$ cat config.mk
export PLATFORM = sky130hd
export DESIGN_NAME = face_down_and_shake_detector_core_flat
export DESIGN_NICKNAME = d
export VERILOG_FILES = /design/src/hw/rtl/fdsd_pkg.sv /design/src/hw/rtl/fdsd_in_if.sv /design/src/hw/rtl/fdsd_out_if.sv /design/src/hw/rtl/face_down_and_shake_detector_core.sv /design/src/hw/rtl/fdsd_calc.sv /design/src/flat_wrapper.sv
export SDC_FILE = /design/constraint.sdc
export NUM_CORES = 2
export LEC_CHECK = 0
export BUFFER_PORTS_ARGS = -buffer_cell sky130_fd_sc_hd__buf_4
export CAP_MARGIN = 30
export CORE_ASPECT_RATIO = 1.4
export CORE_UTILIZATION = 25
export CTS_CLUSTER_SIZE = 16
export DETAILED_ROUTE_END_ITERATION = 10
export SLEW_MARGIN = 20
export SYNTH_ARGS = -nofsm -noshare
export SYNTH_HDL_FRONTEND = slang
export SYNTH_SLANG_ARGS = --single-unit
$ cat constraint.sdc
create_clock -name clk -period 11.8 [get_ports clk]
set_input_delay 1.18 -clock clk [delete_from_list [all_inputs] [get_ports clk]]
set_output_delay 1.18 -clock clk [all_outputs]
set_load 0.03 [all_outputs]
$ cat src/hw/rtl/fdsd_pkg.sv
// Face-down and shake detector package: item, result, config and state types.
// Used by fdsd_calc and the top level. No dependencies.
`timescale 1ns / 1ps

package fdsd_pkg;

  typedef struct packed {
    logic signed [15:0] accel_x;
    logic signed [15:0] accel_y;
    logic signed [15:0] accel_z;
    logic [31:0]        sample_time_ms;
    logic               napping_in;
  } item_t;

  typedef struct packed {
    logic        face_down;
    logic        nap_start;
    logic        nap_end;
    logic [31:0] nap_end_time_ms;
    logic        shake_seen;
    logic [31:0] dizzy_deadline_ms;
  } result_t;

  typedef struct packed {
    logic signed [15:0] face_down_limit;
    logic [15:0]        nap_hold_ms;
    logic [31:0]        shake_limit;
    logic [15:0]        dizzy_hold_ms;
  } cfg_t;

  typedef struct packed {
    logic [31:0] down_start_time;
    logic        down_timing;
    logic        was_down;
  } state_t;

  typedef enum logic [1:0] {
    REG_FACE_DOWN_LIMIT = 2'd0,
    REG_NAP_HOLD_MS     = 2'd1,
    REG_SHAKE_LIMIT     = 2'd2,
    REG_DIZZY_HOLD_MS   = 2'd3
  } cfg_index_t;

  localparam int unsigned CfgIndexWidth = 2;
  localparam int unsigned CfgDataWidth  = 32;

  localparam logic signed [15:0] FACE_DOWN_LIMIT_RST = -16'sd5734;
  localparam logic [15:0]        NAP_HOLD_MS_RST     = 16'd5000;
  localparam logic [31:0]        SHAKE_LIMIT_RST     = 32'd268435456;
  localparam logic [15:0]        DIZZY_HOLD_MS_RST   = 16'd5000;

endpackage

$ cat src/hw/rtl/fdsd_in_if.sv
// Sample channel: valid/ready handshake with the accelerometer sample payload.
// Depends on nothing.
`timescale 1ns / 1ps

interface fdsd_in_if;
  logic               valid;
  logic               ready;
  logic signed [15:0] accel_x;
  logic signed [15:0] accel_y;
  logic signed [15:0] accel_z;
  logic [31:0]        sample_time_ms;
  logic               napping_in;

  modport source (output valid, accel_x, accel_y, accel_z, sample_time_ms, napping_in,
                  input ready);
  modport sink   (input valid, accel_x, accel_y, accel_z, sample_time_ms, napping_in,
                  output ready);
endinterface

$ cat src/hw/rtl/fdsd_out_if.sv
// Result channel: valid/ready handshake with the detector result payload.
// Depends on nothing.
`timescale 1ns / 1ps

interface fdsd_out_if;
  logic        valid;
  logic        ready;
  logic        face_down;
  logic        nap_start;
  logic        nap_end;
  logic [31:0] nap_end_time_ms;
  logic        shake_seen;
  logic [31:0] dizzy_deadline_ms;

  modport source (output valid, face_down, nap_start, nap_end, nap_end_time_ms,
                  shake_seen, dizzy_deadline_ms, input ready);
  modport sink   (input valid, face_down, nap_start, nap_end, nap_end_time_ms,
                  shake_seen, dizzy_deadline_ms, output ready);
endinterface

$ cat src/hw/rtl/face_down_and_shake_detector_core.sv
// Top level of the face-down and shake detector: config registers, pipeline, state.
// Depends on fdsd_pkg, fdsd_in_if, fdsd_out_if and fdsd_calc.
`timescale 1ns / 1ps

// One sample is taken per clock unless the result register stalls: the
// sample lands in an input register, one pass of compare, three 16-bit squarers
// and the face-down timer logic fills the result register. The result register
// holds while the sink stalls, and the input register still takes a new sample
// as long as the result register frees up in the same cycle. Face-down timing
// state advances in sample order as each sample moves into the result register.
// Configuration writes take effect at once and are meant for idle periods.
module face_down_and_shake_detector_core (
  input  logic                                  clk,
  input  logic                                  rst,
  fdsd_in_if.sink                               in_ch,
  fdsd_out_if.source                            out_ch,
  input  logic                                  cfg_we,
  input  logic [fdsd_pkg::CfgIndexWidth-1:0]    cfg_index,
  input  logic [fdsd_pkg::CfgDataWidth-1:0]     cfg_data
);

  fdsd_pkg::cfg_t    cfg;
  fdsd_pkg::state_t  state;
  fdsd_pkg::state_t  state_next;
  fdsd_pkg::item_t   item;
  fdsd_pkg::item_t   item_in;
  fdsd_pkg::result_t result;
  fdsd_pkg::result_t result_next;
  logic              item_valid;
  logic              result_valid;
  logic              advance;
  logic              in_take;

  assign advance = item_valid && (!result_valid || out_ch.ready);
  assign in_take = in_ch.valid && in_ch.ready;
  assign in_ch.ready = !item_valid || advance;

  assign item_in.accel_x        = in_ch.accel_x;
  assign item_in.accel_y        = in_ch.accel_y;
  assign item_in.accel_z        = in_ch.accel_z;
  assign item_in.sample_time_ms = in_ch.sample_time_ms;
  assign item_in.napping_in     = in_ch.napping_in;

  fdsd_calc u_calc (
    .item       (item),
    .cfg        (cfg),
    .state      (state),
    .result     (result_next),
    .state_next (state_next)
  );

  always_ff @(posedge clk) begin
    if (rst) begin
      cfg.face_down_limit <= fdsd_pkg::FACE_DOWN_LIMIT_RST;
      cfg.nap_hold_ms     <= fdsd_pkg::NAP_HOLD_MS_RST;
      cfg.shake_limit     <= fdsd_pkg::SHAKE_LIMIT_RST;
      cfg.dizzy_hold_ms   <= fdsd_pkg::DIZZY_HOLD_MS_RST;
    end else if (cfg_we) begin
      case (fdsd_pkg::cfg_index_t'(cfg_index))
        fdsd_pkg::REG_FACE_DOWN_LIMIT: cfg.face_down_limit <= $signed(cfg_data[15:0]);
        fdsd_pkg::REG_NAP_HOLD_MS:     cfg.nap_hold_ms     <= cfg_data[15:0];
        fdsd_pkg::REG_SHAKE_LIMIT:     cfg.shake_limit     <= cfg_data;
        fdsd_pkg::REG_DIZZY_HOLD_MS:   cfg.dizzy_hold_ms   <= cfg_data[15:0];
        default: ;
      endcase
    end
  end

  always_ff @(posedge clk) begin
    if (rst) begin
      item_valid   <= 1'b0;
      result_valid <= 1'b0;
      state        <= '0;
    end else begin
      if (in_take) begin
        item_valid <= 1'b1;
      end else if (advance) begin
        item_valid <= 1'b0;
      end
      if (advance) begin
        result_valid <= 1'b1;
        state        <= state_next;
      end else if (out_ch.ready) begin
        result_valid <= 1'b0;
      end
    end
  end

  always_ff @(posedge clk) begin
    if (in_take) begin
      item <= item_in;
    end
    if (advance) begin
      result <= result_next;
    end
  end

  assign out_ch.valid             = result_valid;
  assign out_ch.face_down         = result.face_down;
  assign out_ch.nap_start         = result.nap_start;
  assign out_ch.nap_end           = result.nap_end;
  assign out_ch.nap_end_time_ms   = result.nap_end_time_ms;
  assign out_ch.shake_seen        = result.shake_seen;
  assign out_ch.dizzy_deadline_ms = result.dizzy_deadline_ms;

  // nap start needs face down, nap end needs its absence
  a_nap_vs_down: assert property (@(posedge clk) disable iff (rst)
    result_valid |-> (!result.nap_start || result.face_down) &&
                     (!result.nap_end || !result.face_down))
    else $error("nap flag disagrees with face_down");

  a_idle_timer_clear: assert property (@(posedge clk) disable iff (rst)
    !state.down_timing |-> (state.down_start_time == '0))
    else $error("down start time kept while not timing");

  a_timer_tracks_down: assert property (@(posedge clk) disable iff (rst)
    advance |=> (state.down_timing == state.was_down))
    else $error("timing flag out of step with face-down history");

  a_zero_when_clear: assert property (@(posedge clk) disable iff (rst)
    result_valid |-> (result.shake_seen || result.dizzy_deadline_ms == '0) &&
                     (result.nap_end || result.nap_end_time_ms == '0))
    else $error("time field set without its flag");

endmodule

$ cat src/hw/rtl/fdsd_calc.sv
// Per-sample logic: face-down timing, nap start/end, squared magnitude and shake.
// Depends on fdsd_pkg.
`timescale 1ns / 1ps

module fdsd_calc (
  input  fdsd_pkg::item_t   item,
  input  fdsd_pkg::cfg_t    cfg,
  input  fdsd_pkg::state_t  state,
  output fdsd_pkg::result_t result,
  output fdsd_pkg::state_t  state_next
);

  logic signed [31:0] sq_x;
  logic signed [31:0] sq_y;
  logic signed [31:0] sq_z;
  logic [31:0]        mag2;
  logic               down;
  logic [31:0]        elapsed;
  logic               start;
  logic               nap_end;
  logic               shake;

  // each square is at most 2^30, so the sum of three fits 32 bits unsigned
  assign sq_x = item.accel_x * item.accel_x;
  assign sq_y = item.accel_y * item.accel_y;
  assign sq_z = item.accel_z * item.accel_z;
  assign mag2 = $unsigned(sq_x) + $unsigned(sq_y) + $unsigned(sq_z);
  assign shake = mag2 > cfg.shake_limit;

  assign down    = item.accel_z < cfg.face_down_limit;
  assign elapsed = state.down_timing ? (item.sample_time_ms - state.down_start_time) : '0;
  assign start   = down && !item.napping_in && (elapsed > {16'd0, cfg.nap_hold_ms});
  assign nap_end = state.was_down && !down && item.napping_in;

  always_comb begin
    result.face_down         = down;
    result.nap_start         = start;
    result.nap_end           = nap_end;
    result.nap_end_time_ms   = nap_end ? item.sample_time_ms : '0;
    result.shake_seen        = shake;
    result.dizzy_deadline_ms = shake ? (item.sample_time_ms + {16'd0, cfg.dizzy_hold_ms}) : '0;

    state_next.was_down = down;
    if (down) begin
      state_next.down_timing     = 1'b1;
      state_next.down_start_time = state.down_timing ? state.down_start_time
                                                     : item.sample_time_ms;
    end else begin
      state_next.down_timing     = 1'b0;
      state_next.down_start_time = '0;
    end
  end

endmodule
$ cat src/flat_wrapper.sv
// flat-port wrapper written by rule: the top's interface ports become plain ports
module face_down_and_shake_detector_core_flat 
  (clk, rst, cfg_we, cfg_index, cfg_data, in_ch_valid, in_ch_accel_x, in_ch_accel_y, in_ch_accel_z, in_ch_sample_time_ms, in_ch_napping_in, in_ch_ready, out_ch_valid, out_ch_face_down, out_ch_nap_start, out_ch_nap_end, out_ch_nap_end_time_ms, out_ch_shake_seen, out_ch_dizzy_deadline_ms, out_ch_ready);
  fdsd_in_if in_ch_i ();
  fdsd_out_if out_ch_i ();
  input  logic clk;
  input  logic rst;
  input  logic cfg_we;
  input  logic [fdsd_pkg::CfgIndexWidth-1:0] cfg_index;
  input  logic [fdsd_pkg::CfgDataWidth-1:0] cfg_data;
  input wire logic [$bits(in_ch_i.valid)-1:0] in_ch_valid;
  input wire logic [$bits(in_ch_i.accel_x)-1:0] in_ch_accel_x;
  input wire logic [$bits(in_ch_i.accel_y)-1:0] in_ch_accel_y;
  input wire logic [$bits(in_ch_i.accel_z)-1:0] in_ch_accel_z;
  input wire logic [$bits(in_ch_i.sample_time_ms)-1:0] in_ch_sample_time_ms;
  input wire logic [$bits(in_ch_i.napping_in)-1:0] in_ch_napping_in;
  output wire logic [$bits(in_ch_i.ready)-1:0] in_ch_ready;
  output wire logic [$bits(out_ch_i.valid)-1:0] out_ch_valid;
  output wire logic [$bits(out_ch_i.face_down)-1:0] out_ch_face_down;
  output wire logic [$bits(out_ch_i.nap_start)-1:0] out_ch_nap_start;
  output wire logic [$bits(out_ch_i.nap_end)-1:0] out_ch_nap_end;
  output wire logic [$bits(out_ch_i.nap_end_time_ms)-1:0] out_ch_nap_end_time_ms;
  output wire logic [$bits(out_ch_i.shake_seen)-1:0] out_ch_shake_seen;
  output wire logic [$bits(out_ch_i.dizzy_deadline_ms)-1:0] out_ch_dizzy_deadline_ms;
  input wire logic [$bits(out_ch_i.ready)-1:0] out_ch_ready;
  assign in_ch_i.valid = in_ch_valid;
  assign in_ch_i.accel_x = in_ch_accel_x;
  assign in_ch_i.accel_y = in_ch_accel_y;
  assign in_ch_i.accel_z = in_ch_accel_z;
  assign in_ch_i.sample_time_ms = in_ch_sample_time_ms;
  assign in_ch_i.napping_in = in_ch_napping_in;
  assign in_ch_ready = in_ch_i.ready;
  assign out_ch_valid = out_ch_i.valid;
  assign out_ch_face_down = out_ch_i.face_down;
  assign out_ch_nap_start = out_ch_i.nap_start;
  assign out_ch_nap_end = out_ch_i.nap_end;
  assign out_ch_nap_end_time_ms = out_ch_i.nap_end_time_ms;
  assign out_ch_shake_seen = out_ch_i.shake_seen;
  assign out_ch_dizzy_deadline_ms = out_ch_i.dizzy_deadline_ms;
  assign out_ch_i.ready = out_ch_ready;
  face_down_and_shake_detector_core u_core (.clk(clk), .rst(rst), .in_ch(in_ch_i), .out_ch(out_ch_i), .cfg_we(cfg_we), .cfg_index(cfg_index), .cfg_data(cfg_data));
endmodule
# Word-level counts from Yosys, hierarchy flattened
# Index checks and enable logic that the tools add are counted.
# classes
mul	3
mux	7
n_lt_le_gt_ge	3
add_sub_neg	4
n_eq_ne	4
n_reduce_logical	20
# op_table
operator	count
$mul 16x16->32	3
$add 32x32->32	2
$mux 32	2
$mux 33	1
$add 32x16->32	1
$gt 32x16->1	1
$gt 32x32->1	1
$sub 32x32->32	1
$lt 16x16->1	1
$reduce_and 2->1	5
$logic_and 1x1->1	6
$eq 2x2->1 const B	2
$logic_not 1->1	4
$mux 1	4
$reduce_bool 2->1	2
$eq 2x1->1 const B	1
$logic_not 2->1	1
$logic_or 1x1->1	2
$ne 2x2->1 const B	1
# totals
regBits	265
in_bits	120

# Longest topological paths before layout
# depth
word_depth	6
ltp_mapped	41
depth_no_buf	40

# Hierarchy
# Synthesis repeated with hierarchy kept, for this count alone.
# unflattened
cells_unflattened	4219
hier_area_um2	41045.6
# by_module_without_submodules
mod	area_each_um2	n_inst	cells_per_inst
fdsd_calc	32129.6	1	3567
face_down_and_shake_detector_core	8916.1	1	652

# Least setup slack after synthesis
# No wires, ideal clock.
# synth_timing
path_kind	register -> register
from	register u_core.item[48] (netlist name)
to	register u_core.result (netlist bit u_core.out_ch.dizzy_deadline_ms[4]), data pin
n_path_buf	2
t_arrival_ps	10047
setup_time_ps	268
path_stages_with_launch	37
period_less_slack_ps	10316
slack_ps	1484
required_time_ps	11532
path_cell_list	edfxtp_1 clkbuf_1 and2_1 inv_1 fa_1 inv_1 fa_1 fa_1 inv_1 fa_1 inv_1 fa_1 fa_1 fa_1 fa_1 inv_1 fa_1 inv_1 ha_1 o21a_1 o211a_1 a221oi_2 o21a_1 o21ai_1 a221o_1 a21o_1 a21oi_2 nor4b_1 nor4b_1 ha_1 nand4_1 or2_2 nor3_1 nand3_1 o31ai_1 clkbuf_1 nor3b_1
# synth_between
elab_chain_len	3
# synth_lines
element	line	source
$mul 16x16->32	fdsd_calc.sv:26	assign sq_z = item.accel_z * item.accel_z;
$add 32x32->32	fdsd_calc.sv:27	assign mag2 = $unsigned(sq_x) + $unsigned(sq_y) + $unsigned(sq_z);
$gt 32x32->1	fdsd_calc.sv:28	assign shake = mag2 > cfg.shake_limit;
to (signal assigned)	face_down_and_shake_detector_core.sv:94	result <= result_next;
to (decl)	face_down_and_shake_detector_core.sv:27	fdsd_pkg::result_t result;
# No other way between the ends.
# A chain may end at the register's enable or synchronous reset.

# Worst setup path in the final report
# layout_timing
from	register u_core.item[68] (netlist name)
to	register u_core.result (netlist bit u_core.out_ch.dizzy_deadline_ms[0]), data pin
# layout_between
elab_chain_len	4
# layout_lines
element	line	source
$mul 16x16->32	fdsd_calc.sv:24	assign sq_x = item.accel_x * item.accel_x;
$add 32x32->32 (2 in series)	fdsd_calc.sv:27	
$gt 32x32->1	fdsd_calc.sv:28	
named net u_core.u_calc.shake	fdsd_calc.sv:21	logic shake;
# The timed path passes the listed nets, and every way through them passes these cells.

==> out/results.ini <==
[run_status]
status=finished, final reports clean

[floorplanning]
placementRows=172
initial_core_util_pct=25.2
die_h_um=473
die_w_um=338
die_area_sq_mm=0.160
core_sq_mm=0.157
ios=190

[cts]
cts_buffers=30
insertion_delay_ns=0.66
ctsHtreeMaxLevel=1
cts_tree=done
cts.clk_slew.worst_paths_ns=0.07
clockBufferDepth=3
cts.sink_count=264
cts-root-buf=clkbuf_16
cts_hold_buf=0

[critical_path]
crit_type=flop to flop
worst_path_most_repeated_cell=fa_1
max_stage_delay_ns=0.74
critPathCaptureType=flop
required_ns=12.22
crit_arrival_ns=11.70
path_max_fanout=32
cp-start-kind=flop
critPathSlowestCell=edfxtp_1

[global_route]
grt_max_degree=86
grt_antenna_before_repair=3
grt.total_usage_pct=13.8
grt_overflow=0
grt_pass1_wl_mm=171
grt_pass1_vias=30400

[drt]
drtAntennaViolNets=0
viasPerCell=4.27
drtIter0Drc=1026
drc=0
vias=26800
dr.pass1.iters=5
routed_wl_mm=107
wl_per_cell_um=17.0

[sta]
worstMarginPinSlew_ns=0.945
rsz0062_at_grt=false
slew_violations=0
post-route-period-util_pct=95.6
finalHoldViolCount=0
slew_headroom_pct=37.0
fin_crit_ns=11.28
fmax_mhz=88.6
fin_skew_ns=0.0371
setup_slack_ns=0.516
finalSetupTns_ns=0
setup_viol=0

[logic_synthesis]
synth-edff-count=149
avgSynthCellArea_sq_um=9.95
synth_cells=3977
yosysWarnings=0
synthTopCellsByArea=fa_1 41%, edfxtp_1 11%, inv_1 10%
async_flop_share_pct=0
synth_top_area_share_pct=41.4
synth.largest_area_cell=fa_1
synth.net_count=5233
ys_ff_latch=264
synthFlopType=edfxtp_1
netlist_area_sq_mm=0.0396
synth_cell_types=65
synth_seq_area_share_pct=17.1

[cells_and_area]
final_common_cell=inv_1
final_cell_mix=1102 x inv_1, 819 x fa_1, 347 x nand2_1
drive_above_1_share_pct=7.99
utilization_pct=28.5
nNetsFinal=5413
syn_to_final_growth_pct=13.1

[placed_design]
hpwlAfterDp_mm=93.5
place_ws_ns=0.502
io_buffers=189
routabilityCongestion=0.892

[run]
max_cap_viol_count=0

[hold_path]
min_path_type=flop to flop

## worst paths after layout
path,to,cells after the start,from,slack (ns)
hold / removal,u_core.cfg[34],2,u_core.cfg[34],0.45
setup reg to reg,u_core.out_ch.dizzy_deadline_ms[0],35,u_core.item[68],0.52
hold reg to reg,u_core.cfg[34],2,u_core.cfg[34],0.45
setup / recovery,u_core.out_ch.dizzy_deadline_ms[0],35,u_core.item[68],0.52
## critical path, delay by kind of cell (launching register included)
kind	cells	cell delay [ns]
compound gates	9	2.24
flops	1	0.74
fa+ha+maj	11	5.11
buf+inv	7	1.08
simple gates	8	1.84
## routing by layer
layer / global-route usage, % / part of all wire (%) / vias up
met5: 0 / 0.033 / -
met4: 5.01 / 3.9 / 6
met1: 16.0 / 39 / 13600
met2: 25.6 / 52 / 636
met3: 1.94 / 4.7 / 188
li1: - / - / 12300
## state kept, by name, summed over array words and instances, names as in the netlist
name                             flops
u_core.out_ch.valid                  1
u_core.state                        33
u_core.item                         81
u_core.out_ch.nap_end_time_ms       32
u_core.out_ch.face_down              1
u_core.out_ch.dizzy_deadline_ms     32
u_core.cfg                          80
u_core.out_ch.shake_seen             1
u_core.item_valid                    1
u_core.out_ch.nap_end                1
u_core.out_ch.nap_start              1
## cell usage after synthesis (5+ instances only)
cell type and count:
a211o_1 18, a211oi_1 13, a21o_1 46, a21oi_1 128, a22o_1 32, a31o_2 5
a31oi_1 8, and2_1 208, and3_1 13, clkbuf_1 95, dfxtp_1 115, edfxtp_1 149
fa_1 819, ha_1 317, inv_1 1103, nand2_1 347, nand2b_1 30, nand3_1 26
nand3b_1 8, nand4_1 18, nor2_1 127, nor2b_1 37, nor3_1 22, o2111ai_1 5
o211ai_1 6, o21a_1 18, o21ai_0 39, o21ai_1 8, o21bai_1 11, or2_2 10
or3_1 7, xnor2_1 89, xor2_1 37
## layout make-up
| type | count | area (sq um) |
|---|---|---|
| Clock buffer | 38 | 781 |
| Clock inverter | 18 | 249 |
| Tap cell | 2088 | 2610 |
| Sequential cell | 264 | 6780 |
| Antenna cell | 2 | 5.00 |
| Fill cell | 16600 | 112000 |
| Timing Repair Buffer | 250 | 1880 |
| Multi-Input combinational cell | 2508 | 28300 |
| Inverter | 1103 | 4140 |
## metrics by stage
stage                     std cells  area (sq um)  hold WS (ns)
after floorplan                3977         39600         0.436
after global placement         6210         43700         0.444
after detailed placement       6211         43700         0.447
after CTS                      6267         44700         0.455
after global routing           6269         44800         0.473
final                          6271         44800         0.454
## what timing repair did
item,CTS,global route
endpoints found under the setup margin,0,2
buffers inserted,0,2
gates resized for setup,0,0
## cell families (layout without fill, tap and decap cells)
kind of cell             count (synthesis)  after routing  share of synthesized area (%)
AND/OR/NAND/NOR                        867            867                           10.6
multiplexers                             8              8                          0.215
XOR/XNOR                               126            126                           2.79
AO/OA/AOI/OAI                          371            371                           6.33
flip-flops                             264            264                           17.1
other                                    0              2                              0
adder cells (fa/ha/maj)               1136           1136                           51.5
buffers and inverters                 1205           1409                           11.4
Power is left out: the tool's default activity adds up to more than one toggle a clock period on the data nets, which glitch-free logic cannot reach.
